`src/design/tile_bitplane_palette_encoder_assert.svh`:
```
// assertion macros used by the tile encoder design file
`ifndef TILE_BITPLANE_PALETTE_ENCODER_ASSERT_SVH
`define TILE_BITPLANE_PALETTE_ENCODER_ASSERT_SVH

// same-cycle implication, disabled during reset
`define TBPE_ASSERT_NOW(label, clk, rst, cond, prop) \
  label: assert property (@(posedge clk) disable iff (rst) (cond) |-> (prop)) \
    else $error("tbpe assertion failed");

// next-cycle implication, disabled during reset
`define TBPE_ASSERT_NEXT(label, clk, rst, cond, prop) \
  label: assert property (@(posedge clk) disable iff (rst) (cond) |=> (prop)) \
    else $error("tbpe assertion failed");

`endif

```
`src/design/tbpe_pkg.sv`:
```
// ----------------------------------------------------------------------------
// tbpe_pkg
// Widths, codes and types shared by the planar tile encoder and its channels.
// ----------------------------------------------------------------------------
package tbpe_pkg;

  localparam int CHAN_W     = 8;
  localparam int COLOUR_W   = 6;
  localparam int INDEX_W    = 4;
  localparam int PLANES     = 4;
  localparam int ROW_PIXELS = 8;
  localparam int WORD_W     = PLANES * ROW_PIXELS;
  localparam int PRESET_W   = 48;
  localparam int PRESET_PER = 8;
  localparam int COUNT_W    = 5;
  localparam int ROW_W      = 3;
  localparam int CFG_IDX_W  = 2;

  // transaction kinds
  localparam logic KIND_PIXEL   = 1'b0;
  localparam logic KIND_RESTART = 1'b1;

  // configuration register indexes
  localparam logic [CFG_IDX_W-1:0] REG_PRESET_LOW   = 2'd0;
  localparam logic [CFG_IDX_W-1:0] REG_PRESET_HIGH  = 2'd1;
  localparam logic [CFG_IDX_W-1:0] REG_PRESET_COUNT = 2'd2;

  localparam logic [ROW_W-1:0] LAST_COLUMN = 3'd7;
  localparam logic [ROW_W-1:0] LAST_ROW    = 3'd7;

  typedef logic [COLOUR_W-1:0] colour_t;
  typedef logic [INDEX_W-1:0]  index_t;
  typedef logic [WORD_W-1:0]   word_t;

endpackage

```
`src/design/tbpe_channels.sv`:
```
// ----------------------------------------------------------------------------
// tbpe channels
// Valid/ready channels for pixels in, row words out and register writes.
// ----------------------------------------------------------------------------

// pixel input channel
interface tbpe_pixel_if;
  logic                         valid;
  logic                         ready;
  logic                         kind;
  logic [tbpe_pkg::CHAN_W-1:0]  red;
  logic [tbpe_pkg::CHAN_W-1:0]  green;
  logic [tbpe_pkg::CHAN_W-1:0]  blue;
  logic [tbpe_pkg::CHAN_W-1:0]  alpha;

  modport source (output valid, kind, red, green, blue, alpha, input ready);
  modport sink   (input valid, kind, red, green, blue, alpha, output ready);
endinterface

// row word output channel
interface tbpe_row_if;
  logic                          valid;
  logic                          ready;
  logic [tbpe_pkg::WORD_W-1:0]   row_word;
  logic [tbpe_pkg::ROW_W-1:0]    tile_row;
  logic                          last_row;
  logic [tbpe_pkg::COUNT_W-1:0]  palette_used;
  logic                          palette_overflow;

  modport source (output valid, row_word, tile_row, last_row, palette_used,
                  palette_overflow, input ready);
  modport sink   (input valid, row_word, tile_row, last_row, palette_used,
                  palette_overflow, output ready);
endinterface

// register write channel
interface tbpe_cfg_if;
  logic                            valid;
  logic                            ready;
  logic [tbpe_pkg::CFG_IDX_W-1:0]  index;
  logic [tbpe_pkg::PRESET_W-1:0]   data;

  modport source (output valid, index, data, input ready);
  modport sink   (input valid, index, data, output ready);
endinterface

```
`src/design/tile_bitplane_palette_encoder.sv`:
```
// a row word is registered and appears in the cycle after the transaction of its 8th pixel
// throughput: one pixel or restart per cycle; a finished row word waits in the
//   output register and only a transaction at the last column stalls behind it
// the palette match is one bank of parallel comparators plus a priority pick
// reset (rst, synchronous, high) clears position, planes, palette, fill,
//   overflow and the preset registers; no clearing pass is needed
// ----------------------------------------------------------------------------
// tile_bitplane_palette_encoder
// Builds a palette from incoming RGBA pixels and packs 4-bit indexes into
// planar row words, one word for each row of eight pixels.
// ----------------------------------------------------------------------------
`include "tile_bitplane_palette_encoder_assert.svh"

module tile_bitplane_palette_encoder #(
  parameter int PALETTE_ENTRIES = 16
) (
  input logic        clk,
  input logic        rst,
  tbpe_pixel_if.sink pix,
  tbpe_row_if.source row,
  tbpe_cfg_if.sink   cfg
);

  localparam int FW = $clog2(PALETTE_ENTRIES + 1);
  localparam logic [FW-1:0] FILL_FULL = FW'(PALETTE_ENTRIES);
  localparam logic [tbpe_pkg::COUNT_W-1:0] COUNT_MAX =
    tbpe_pkg::COUNT_W'(PALETTE_ENTRIES);

  // preset registers
  logic [tbpe_pkg::PRESET_W-1:0] preset_low;
  logic [tbpe_pkg::PRESET_W-1:0] preset_high;
  logic [tbpe_pkg::COUNT_W-1:0]  preset_count;

  // encoder state
  tbpe_pkg::colour_t             palette [PALETTE_ENTRIES];
  tbpe_pkg::colour_t             palette_next [PALETTE_ENTRIES];
  tbpe_pkg::colour_t             preset_colours [PALETTE_ENTRIES];
  logic [FW-1:0]                 fill;
  logic [FW-1:0]                 fill_next;
  logic [FW-1:0]                 preset_fill;
  logic [tbpe_pkg::ROW_W-1:0]    column;
  logic [tbpe_pkg::ROW_W-1:0]    row_number;
  tbpe_pkg::word_t               acc;
  tbpe_pkg::word_t               acc_next;
  logic                          overflow;
  logic                          overflow_next;

  // output register
  logic                          out_valid;
  tbpe_pkg::word_t               out_word;
  logic [tbpe_pkg::ROW_W-1:0]    out_row;
  logic                          out_last;
  logic [tbpe_pkg::COUNT_W-1:0]  out_used;
  logic                          out_overflow;

  logic                          pix_accept;
  logic                          cfg_accept;
  logic                          is_pixel;
  logic                          emit;
  tbpe_pkg::colour_t             colour;
  tbpe_pkg::index_t              idx;
  tbpe_pkg::index_t              add_idx;
  logic                          hit;
  logic [tbpe_pkg::ROW_PIXELS-1:0] column_bit;

  // only a transaction at the last column waits on the output register
  assign pix.ready  = !out_valid || row.ready || (column != tbpe_pkg::LAST_COLUMN);
  assign cfg.ready  = 1'b1;
  assign pix_accept = pix.valid && pix.ready;
  assign cfg_accept = cfg.valid && cfg.ready;
  assign is_pixel   = (pix.kind == tbpe_pkg::KIND_PIXEL);
  assign emit       = is_pixel && (column == tbpe_pkg::LAST_COLUMN);

  // reduced colour, red in the low bits
  assign colour = {pix.blue[7:6], pix.green[7:6], pix.red[7:6]};

  // index given to an appended colour
  assign add_idx = tbpe_pkg::INDEX_W'(fill);

  // preset unpacking and count saturation
  always_comb begin
    for (int i = 0; i < PALETTE_ENTRIES; i++) begin
      if (i < tbpe_pkg::PRESET_PER) begin
        preset_colours[i] = preset_low[(i % tbpe_pkg::PRESET_PER) * tbpe_pkg::COLOUR_W
                                       +: tbpe_pkg::COLOUR_W];
      end else begin
        preset_colours[i] = preset_high[(i % tbpe_pkg::PRESET_PER) * tbpe_pkg::COLOUR_W
                                        +: tbpe_pkg::COLOUR_W];
      end
    end
    if (preset_count > COUNT_MAX) begin
      preset_fill = FILL_FULL;
    end else begin
      preset_fill = preset_count[FW-1:0];
    end
  end

  // palette match: lowest matching entry in use wins
  always_comb begin
    hit = 1'b0;
    idx = '0;
    for (int i = PALETTE_ENTRIES - 1; i >= 0; i--) begin
      if ((i < int'(fill)) && (palette[i] == colour)) begin
        hit = 1'b1;
        idx = tbpe_pkg::INDEX_W'(i);
      end
    end
  end

  // pixel update: index choice, append, plane bits
  always_comb begin
    palette_next  = palette;
    fill_next     = fill;
    overflow_next = overflow;
    column_bit    = tbpe_pkg::ROW_PIXELS'(8'h80 >> column);
    acc_next      = acc;
    if (pix.alpha != '0 && !hit) begin
      if (fill == FILL_FULL) begin
        overflow_next = 1'b1;
      end else begin
        for (int i = 0; i < PALETTE_ENTRIES; i++) begin
          if (i == int'(fill)) begin
            palette_next[i] = colour;
          end
        end
        fill_next = fill + 1'b1;
      end
    end
    for (int p = 0; p < tbpe_pkg::PLANES; p++) begin
      if (pix.alpha != '0 && (hit ? idx[p] : (fill != FILL_FULL && add_idx[p]))) begin
        acc_next[p * tbpe_pkg::ROW_PIXELS +: tbpe_pkg::ROW_PIXELS] =
          acc[p * tbpe_pkg::ROW_PIXELS +: tbpe_pkg::ROW_PIXELS] | column_bit;
      end
    end
  end

  // state and register updates
  always_ff @(posedge clk) begin
    if (rst) begin
      preset_low   <= '0;
      preset_high  <= '0;
      preset_count <= '0;
      for (int i = 0; i < PALETTE_ENTRIES; i++) begin
        palette[i] <= '0;
      end
      fill       <= '0;
      column     <= '0;
      row_number <= '0;
      acc        <= '0;
      overflow   <= 1'b0;
      out_valid  <= 1'b0;
    end else begin
      if (cfg_accept) begin
        case (cfg.index)
          tbpe_pkg::REG_PRESET_LOW:   preset_low   <= cfg.data;
          tbpe_pkg::REG_PRESET_HIGH:  preset_high  <= cfg.data;
          tbpe_pkg::REG_PRESET_COUNT: preset_count <= cfg.data[tbpe_pkg::COUNT_W-1:0];
          default: ;
        endcase
      end
      if (pix_accept && !is_pixel) begin
        palette    <= preset_colours;
        fill       <= preset_fill;
        column     <= '0;
        row_number <= '0;
        acc        <= '0;
        overflow   <= 1'b0;
      end else if (pix_accept) begin
        palette  <= palette_next;
        fill     <= fill_next;
        overflow <= overflow_next;
        column   <= column + 1'b1;
        if (emit) begin
          acc        <= '0;
          row_number <= row_number + 1'b1;
        end else begin
          acc <= acc_next;
        end
      end
      if (pix_accept && emit) begin
        out_valid <= 1'b1;
      end else if (row.ready) begin
        out_valid <= 1'b0;
      end
    end
  end

  // result payload, loaded when a row completes
  always_ff @(posedge clk) begin
    if (pix_accept && emit) begin
      out_word     <= acc_next;
      out_row      <= row_number;
      out_last     <= (row_number == tbpe_pkg::LAST_ROW);
      out_used     <= tbpe_pkg::COUNT_W'(fill_next);
      out_overflow <= overflow_next;
    end
  end

  assign row.valid            = out_valid;
  assign row.row_word         = out_word;
  assign row.tile_row         = out_row;
  assign row.last_row         = out_last;
  assign row.palette_used     = out_used;
  assign row.palette_overflow = out_overflow;

  // checks on fill, overflow, restart and the output register
  `TBPE_ASSERT_NOW(a_fill_bound, clk, rst, 1'b1, fill <= FILL_FULL)
  `TBPE_ASSERT_NOW(a_overflow_full, clk, rst, overflow, fill == FILL_FULL)
  `TBPE_ASSERT_NEXT(a_restart_clears, clk, rst, pix_accept && !is_pixel,
    column == '0 && acc == '0 && !overflow)
  `TBPE_ASSERT_NEXT(a_row_emits, clk, rst, pix_accept && emit, out_valid)
  `TBPE_ASSERT_NOW(a_stall_cause, clk, rst, !pix.ready, out_valid && !row.ready)

endmodule
```
`src/flat_wrapper.sv`:
```
// flat-port wrapper written by rule: the top's interface ports become plain ports
module tile_bitplane_palette_encoder_flat 
#(
  parameter int PALETTE_ENTRIES = 16
)
  (clk, rst, pix_valid, pix_kind, pix_red, pix_green, pix_blue, pix_alpha, pix_ready, row_valid, row_row_word, row_tile_row, row_last_row, row_palette_used, row_palette_overflow, row_ready, cfg_valid, cfg_index, cfg_data, cfg_ready);
  tbpe_pixel_if pix_i ();
  tbpe_row_if row_i ();
  tbpe_cfg_if cfg_i ();
  input logic clk;
  input logic rst;
  input wire logic [$bits(pix_i.valid)-1:0] pix_valid;
  input wire logic [$bits(pix_i.kind)-1:0] pix_kind;
  input wire logic [$bits(pix_i.red)-1:0] pix_red;
  input wire logic [$bits(pix_i.green)-1:0] pix_green;
  input wire logic [$bits(pix_i.blue)-1:0] pix_blue;
  input wire logic [$bits(pix_i.alpha)-1:0] pix_alpha;
  output wire logic [$bits(pix_i.ready)-1:0] pix_ready;
  output wire logic [$bits(row_i.valid)-1:0] row_valid;
  output wire logic [$bits(row_i.row_word)-1:0] row_row_word;
  output wire logic [$bits(row_i.tile_row)-1:0] row_tile_row;
  output wire logic [$bits(row_i.last_row)-1:0] row_last_row;
  output wire logic [$bits(row_i.palette_used)-1:0] row_palette_used;
  output wire logic [$bits(row_i.palette_overflow)-1:0] row_palette_overflow;
  input wire logic [$bits(row_i.ready)-1:0] row_ready;
  input wire logic [$bits(cfg_i.valid)-1:0] cfg_valid;
  input wire logic [$bits(cfg_i.index)-1:0] cfg_index;
  input wire logic [$bits(cfg_i.data)-1:0] cfg_data;
  output wire logic [$bits(cfg_i.ready)-1:0] cfg_ready;
  assign pix_i.valid = pix_valid;
  assign pix_i.kind = pix_kind;
  assign pix_i.red = pix_red;
  assign pix_i.green = pix_green;
  assign pix_i.blue = pix_blue;
  assign pix_i.alpha = pix_alpha;
  assign pix_ready = pix_i.ready;
  assign row_valid = row_i.valid;
  assign row_row_word = row_i.row_word;
  assign row_tile_row = row_i.tile_row;
  assign row_last_row = row_i.last_row;
  assign row_palette_used = row_i.palette_used;
  assign row_palette_overflow = row_i.palette_overflow;
  assign row_i.ready = row_ready;
  assign cfg_i.valid = cfg_valid;
  assign cfg_i.index = cfg_index;
  assign cfg_i.data = cfg_data;
  assign cfg_ready = cfg_i.ready;
  tile_bitplane_palette_encoder #(.PALETTE_ENTRIES(PALETTE_ENTRIES)) u_core (.clk(clk), .rst(rst), .pix(pix_i), .row(row_i), .cfg(cfg_i));
endmodule
```
`config.mk`:
```
export PLATFORM = sky130hd
export DESIGN_NAME = tile_bitplane_palette_encoder_flat
export DESIGN_NICKNAME = d
export VERILOG_FILES = /design/src/design/tbpe_pkg.sv /design/src/design/tbpe_channels.sv /design/src/design/tile_bitplane_palette_encoder.sv /design/src/flat_wrapper.sv
export VERILOG_INCLUDE_DIRS = /design/src /design/src/design
export SDC_FILE = /design/constraint.sdc
export NUM_CORES = 1
export LEC_CHECK = 0
export BUFFER_PORTS_ARGS = -buffer_cell sky130_fd_sc_hd__buf_4
export CAP_MARGIN = 20
export CORE_ASPECT_RATIO = 1.75
export CORE_MARGIN = 5
export CORE_UTILIZATION = 45
export DETAILED_ROUTE_END_ITERATION = 10
export MAX_ROUTING_LAYER = met4
export PLACE_DENSITY = 0.7
export SKIP_LAST_GASP = 1
export SYNTH_ARGS = -nofsm -noshare
export SYNTH_HDL_FRONTEND = slang
export SYNTH_SLANG_ARGS = --single-unit
```
`constraint.sdc`:
```
create_clock -name clk -period 3.85 [get_ports clk]
set_input_delay 0.1925 -clock clk [delete_from_list [all_inputs] [get_ports clk]]
set_output_delay 0.1925 -clock clk [all_outputs]
set_load 0.02 [all_outputs]
```
### Word-level counts from Yosys, hierarchy flattened

Index checks and enable logic that the tools add are counted.

* bits in writable memories: 0
* logic and storage cells: 241
* bits in latches: 0
* memories kept: 0
* register bits after elaboration: 284
* memory bits (read-only): 0
* input port bits: 88
* output and inout bits: 45

* multiply operators: 0
* bitwise logic cells: 5
* divide/modulo/power cells: 0
* equal/unequal tests: 39
* reduce and logical (&&, ||, !) cells: 76
* shifts and indexed selects: 1
* $add $sub $neg: 3
* multiplexer cells: 70
* $lt $le $gt $ge: 17

Operators by type and width (number)
* 96-bit two-way mux: 4
* 6-bit equality test: 16
* 6-bit two-way mux: 16
* 4-bit two-way mux: 16
* 4-bit AND reduction: 16
* 5-bit equality test (first input constant): 8
* 4-bit by 5-bit less-than comparator with 1-bit output (first input constant): 8
* 2-bit nonzero test: 19
* 32-bit two-way mux: 1
* 8-bit two-way mux: 4
* 8-bit bitwise OR: 4
* 1-bit logical AND: 29
* 5-bit two-way mux: 5
* 1-bit two-way mux: 24
* 4-bit by 5-bit equality test with 1-bit output (first input constant): 4
* 3-bit by 5-bit less-than comparator with 1-bit output (first input constant): 4
* 3-bit by 5-bit equality test with 1-bit output (first input constant): 2
* 1-bit by 5-bit less-than comparator with 1-bit output (first input constant): 2
* 2-bit by 5-bit less-than comparator with 1-bit output (first input constant): 2
* 2-bit AND reduction: 4
* 8-bit nonzero test: 1
* 8-bit by 3-bit >> shifter with 8-bit output (first input constant): 1
* 3-bit by 1-bit adder with 3-bit output (second input constant): 2
* 3-bit equality test (second input constant): 2
* other kinds (15): 17

### Logic depth before layout (Yosys ltp)

* word-level depth: 23
* mapped depth: 13

### Worst setup path after synthesis

Ideal clock, no wire load.

* path kind: reg2reg
* start: reg u_core.column[0] in the netlist's numbering
* end: reg u_core.acc[12]
* data required time: 3749 ps
* library setup time: 101 ps
* stages on the path, launching flop included: 13
* slack: 599 ps
* period minus slack after synthesis: 3251 ps
* path buffers: 2
* arrival time: 3150 ps
* path through: dfxtp_1 > ha_1 > ha_1 > inv_1 > or2_2 > and2_1 > clkbuf_1 > nand3_1 > inv_1 > nor3_2 > clkbuf_1 > nand2_1 > o41ai_1

* cells in the longest elaborated chain, start to end: 5
* elaborated cells between the ends (all ways): 11

Ends and longest elaborated chain
* start: declaration: RTL line tile_bitplane_palette_encoder.sv:41 `logic [tbpe_pkg::ROW_W-1:0] column;`
* start signal: assignment: RTL line tile_bitplane_palette_encoder.sv:172 `column <= column + 1'b1;`
* 3-bit != test (*): RTL line tile_bitplane_palette_encoder.sv:67 `assign pix.ready = !out_valid || row.ready || (column != tbpe_pkg::LAST_COLUMN);`
* 1-bit logical OR (*): RTL line tile_bitplane_palette_encoder.sv:67
* via pix_ready: RTL line flat_wrapper.sv:18 `output wire logic [$bits(pix_i.ready)-1:0] pix_ready;`
* 1-bit logical AND (*): RTL line tile_bitplane_palette_encoder.sv:69 `assign pix_accept = pix.valid && pix.ready;`
* 1-bit logical AND: RTL line tile_bitplane_palette_encoder.sv:161 `if (pix_accept && !is_pixel) begin`
* 2-bit OR reduction (no source line)
* end signal: assignment: RTL line tile_bitplane_palette_encoder.sv:177 `acc <= acc_next;`
* end: declaration: RTL line tile_bitplane_palette_encoder.sv:43 `tbpe_pkg::word_t acc;`

The timed path passes the listed nets; every way through them passes the cells marked *.
A chain may end at the register's enable or synchronous reset.

### Worst setup path in the final report

* start: reg u_core.fill[3]
* end: reg u_core.palette[48] in the netlist's numbering

* cells in the longest elaborated chain, start to end: 22
* elaborated cells between the ends (all ways): 56

Ends and longest elaborated chain
* start: declaration: RTL line tile_bitplane_palette_encoder.sv:38 `logic [FW-1:0] fill;`
* start signal: assignment: RTL line tile_bitplane_palette_encoder.sv:163 `fill <= preset_fill;`
* start signal: assignment: RTL line tile_bitplane_palette_encoder.sv:170 `fill <= fill_next;`
* 4-bit by 5-bit less-than comparator with 1-bit output: RTL line tile_bitplane_palette_encoder.sv:103 `if ((i < int'(fill)) && (palette[i] == colour)) begin`
* 1-bit logical AND: RTL line tile_bitplane_palette_encoder.sv:103
* 1-bit two-way mux (16 in series): RTL line tile_bitplane_palette_encoder.sv:103
* 1-bit logical NOT: RTL line tile_bitplane_palette_encoder.sv:117 `if (pix.alpha != '0 && !hit) begin`
* 1-bit logical AND: RTL line tile_bitplane_palette_encoder.sv:117
* 2-bit nonzero test (no source line)
* 4-bit AND reduction (no source line) (*)
* end signal: assignment: RTL line tile_bitplane_palette_encoder.sv:162 `palette <= preset_colours;`
* end signal: assignment: RTL line tile_bitplane_palette_encoder.sv:169 `palette <= palette_next;`
* end: declaration: RTL line tile_bitplane_palette_encoder.sv:35 `tbpe_pkg::colour_t palette [PALETTE_ENTRIES];`

Every way passes the cells marked *; elsewhere a longest branch is shown, timed or not.

==> impl_metrics.yaml <==
run_status:
  status: "complete, no violations"
sta:
  fin_crit_sh_pct: 85.8
  slew_headroom_pct: 28.3
  rsz0062_at_grt: "no"
  setup_violations: 0
  worst_pin_slew_ns: 1.07
  tns_ns: 0
  maxSlewViolCount: 0
  period_needed_ns: 3.30
  fmax_ghz: 0.303
  finClkSkew_ns: 0.0158
  final_hold_viol_count: 0
power_and_ir_drop:
  power_frac_seq_pct: 48.6
  cellInternalPower_uw: 4920
  peakVddDrop_v: 0.000365
  finalPower_uw: 6530
  pwr-share-clk_pct: 40.1
  combinationalPowerShare_pct: 11.3
  p_per_area_nw_per_um2: 421
  leakage_uw: 0.00623
  swShare_pct: 24.7
  p_switching_uw: 1610
synth:
  yosys.area_share.simple_pct: 20.4
  yosysMostFrequentCell: "nand2_1"
  synth_cell_types: 73
  synth_fa_ha_area_share_pct: 1.34
  synth_commonest_cells: "nand2_1 (289), dfxtp_1 (242), nor2_1 (133), a21oi_1 (125), clkbuf_1 (83)"
  synthMuxAreaShare_pct: 4.36
  yosysTopAreaCellShare_pct: 37.0
  synth-compound-area-share_pct: 15.6
  synthFlopType: "dfxtp_1"
  synth_top_area_cell: "dfxtp_1"
  synth_warnings: 0
  synth_area_um2: 13100
  synth-seq-area-share_pct: 46.6
  synth-edff-count: 42
  syn_nets: 1579
  syn_inst: 1477
  synth_top_family_by_area: "simple AND/OR/NAND/NOR gates"
  ys_seq_elements: 284
  syn_avg_cell_area_um2: 8.87
  synthXorXnorAreaFrac_pct: 6.55
  yosys-top-cells-area: "dfxtp_1 (37%), edfxtp_1 (9.6%), nand2_1 (8.3%), a21oi_1 (4.8%), mux2i_1 (4.3%)"
  async_reset_ff_share_pct: 0
worst_setup_path:
  rr_worst_depth: 9
  rr_startpoint: "u_core.fill[3]$_SDFFE_PP0N_"
  rr_endpoint: "u_core.palette[48]$_SDFFE_PP0P_"
  worstPathRequired_ns: 4.29
  worstPathMaxFanout: 44
  path_cells: "nor2_1, nor4_1, nand3_1, nand4_4, nor4_4, buf_12, and4bb_1, mux2i_1, a211oi_1"
  path_class: "register to register"
  startpoint_type: "register"
  critPathSlowestCell: "nor2_1"
  end_kind: "register"
  max_stage_delay_ns: 0.67
  reg2reg_slack_ns: 0.55
  arrival_ns: 3.75
detailed_routing:
  routedWlPerCell_um: 17.1
  dr.first_iter.drc_count: 661
  wl_um: 33800
  via_count: 10800
  routed_via_density: 5.45
  drt-pass1-iter-count: 6
  drtAntennaViolNets: 0
  drc: 0
floorplanning:
  die_h_um: 236
  dieArea_um2: 32800
  core-area_um2: 28700
  rows: 82
  start_util_pct: 45.6
  fp.dieW_um: 139
  ios: 133
clocking:
  cts_tree: "done"
  htree_levels: 1
  cts_made_buffers: 26
  cts.reportedPaths.clkPinSlew_ns: 0.07
  clock_sinks: 284
  clock-root-buffer: "clkbuf_16"
  cts_setup_buffers: 0
  clock_path_buffers: 3
  worstSkewPairLatency_ns: 0.55
worst_hold_path:
  min_path_cells: 3
  worst_hold_path.endpoint: "u_core.palette[71]$_SDFFE_PP0P_"
  hp-class: "primary input to register"
  min_from: "pix_blue[7]"
global_route:
  grt_usage_pct: 20.5
  grt_max_degree: 134
  overflow: 0
  grt_pass1_wl_um: 54400
  grt_pass1_vias: 10500
  antenna_found_initial: 0
layout:
  drive_gt1_share_pct: 14.0
  n_fill_cell: 2679
  fin_nets: 1682
  syn2layout_area_growth_pct: 18.4
  diodes: 0
run:
  cap_viol_max_count: 0
place:
  dp_hpwl_um: 22200
  gp_congestion: 0.897
  port_buffers: 113
-- worst max-delay path by stage --
stage,from,to,cells after the start
2_1_floorplan,u_core.column[0]$_SDFFE_PP0P_,u_core.acc[12]$_SDFFE_PP0P_,12
3_3_place_gp,u_core.fill[3]$_SDFFE_PP0N_,u_core.palette[50]$_SDFFE_PP0P_,9
3_5_place_dp,u_core.fill[3]$_SDFFE_PP0N_,u_core.palette[48]$_SDFFE_PP0P_,9
4_1_cts,u_core.fill[3]$_SDFFE_PP0N_,u_core.palette[48]$_SDFFE_PP0P_,9
5_1_grt,u_core.column[0]$_SDFFE_PP0P_,u_core.acc[9]$_SDFFE_PP0P_,11
6_report,u_core.fill[3]$_SDFFE_PP0N_,u_core.palette[48]$_SDFFE_PP0P_,9
-- critical path: cells and delay by family (launching register included) --
| family | cells | cell delay (ns) |
|---|---|---|
| muxes | 1 | 0.14 |
| DFF | 1 | 0.43 |
| AOI/OAI and AO/OA | 1 | 0.27 |
| and+or+nand+nor | 6 | 2.06 |
| buffers and inverters | 1 | 0.27 |
-- registers in the layout (all words and copies together) (netlist names) --
register                     cells
u_core.preset_low               48
u_core.row_number                3
u_core.row.tile_row              3
u_core.preset_high              48
u_core.preset_count              5
u_core.row.last_row              1
u_core.row.row_word             32
u_core.acc                      32
u_core.palette                  96
u_core.row.valid                 1
u_core.row.palette_used          5
u_core.row.palette_overflow      1
u_core.overflow                  1
u_core.fill                      5
u_core.column                    3
-- power groups by stage --
stage	registers (uW)	clock network, uW	logic (uW)
3_5_place_dp	3240	0	695
2_1_floorplan	3230	0	496
4_1_cts	3170	2670	740
6_report	3170	2620	739
3_3_place_gp	3230	0	683
5_1_grt	3180	2780	811
-- cells by family (layout without fill, tap and decap cells) --
kind of cell	after synthesis	count (layout)
multiplexers	57	57
buffers and inverters	137	258
other	1	1
XOR/XNOR	98	98
adder cells (fa/ha/maj)	14	14
AO/OA/AOI/OAI	303	303
flip-flops	284	284
AND/OR/NAND/NOR	583	583
-- routing by layer --
metal / share of wire (%) / global-route usage (%) / wire length, um / vias to the layer above
li1: - / - / - / 5353
met1: 40 / 23.0 / 13400 / 5106
met2: 52 / 36.8 / 17700 / 230
met3: 3.7 / 2.30 / 1250 / 77
met4: 4.3 / 8.75 / 1440 / 0
met5: 0 / - / 0 / -
-- what timing repair did --
item / 4_1_cts / 5_1_grt
resized for setup: 0 / 0
hold endpoints to repair: 103 / 0
hold buffers: 50 / 0
-- cell usage in the layout (no fill, tap or decap), drive strengths merged, types with 3 or more instances in the layout --
cell           n
nand2        289
dfxtp        242
buf          147
nor2         134
a21oi        125
nand3         67
mux2i         56
dlygate4sd3   50
xor2          49
a211oi        49
xnor2         49
a311oi        49
edfxtp        42
clkbuf        41
nand4         22
nor3          20
a21o          16
a31oi         16
inv           14
ha            14
o21ai         14
nor4          13
o21bai         9
a31o           9
and2           7
nor2b          7
nand2b         5
clkinv         4
or4            3
-- stage by stage --
step	hold WS [ns]	instances	setup WS (ns)	util, %	instance area (um^2)
3_3_place_gp	0.423	1879	0.658	49.2	14100
4_1_cts	0.118	1976	0.551	54.0	15500
3_5_place_dp	0.437	1880	0.587	49.3	14200
6_report	0.126	1976	0.546	54.0	15500
5_1_grt	0.151	1976	0.183	54.0	15500
2_1_floorplan	0.328	1477	0.599	-	13100
-- area by class of cell --
type | count | area (um^2) | share of cell area [%]
multi-input cells | 1056 | 6330 | 40.8
inverters | 15 | 56.3 | 0.363
clock inverters | 5 | 52.6 | 0.339
flip-flops and latches | 284 | 6110 | 39.4
repair buffers | 197 | 1680 | 10.8
clock buffers | 41 | 810 | 5.22
well taps | 378 | 473 | 3.05
Note: power is estimated with default switching activity, not from simulation.
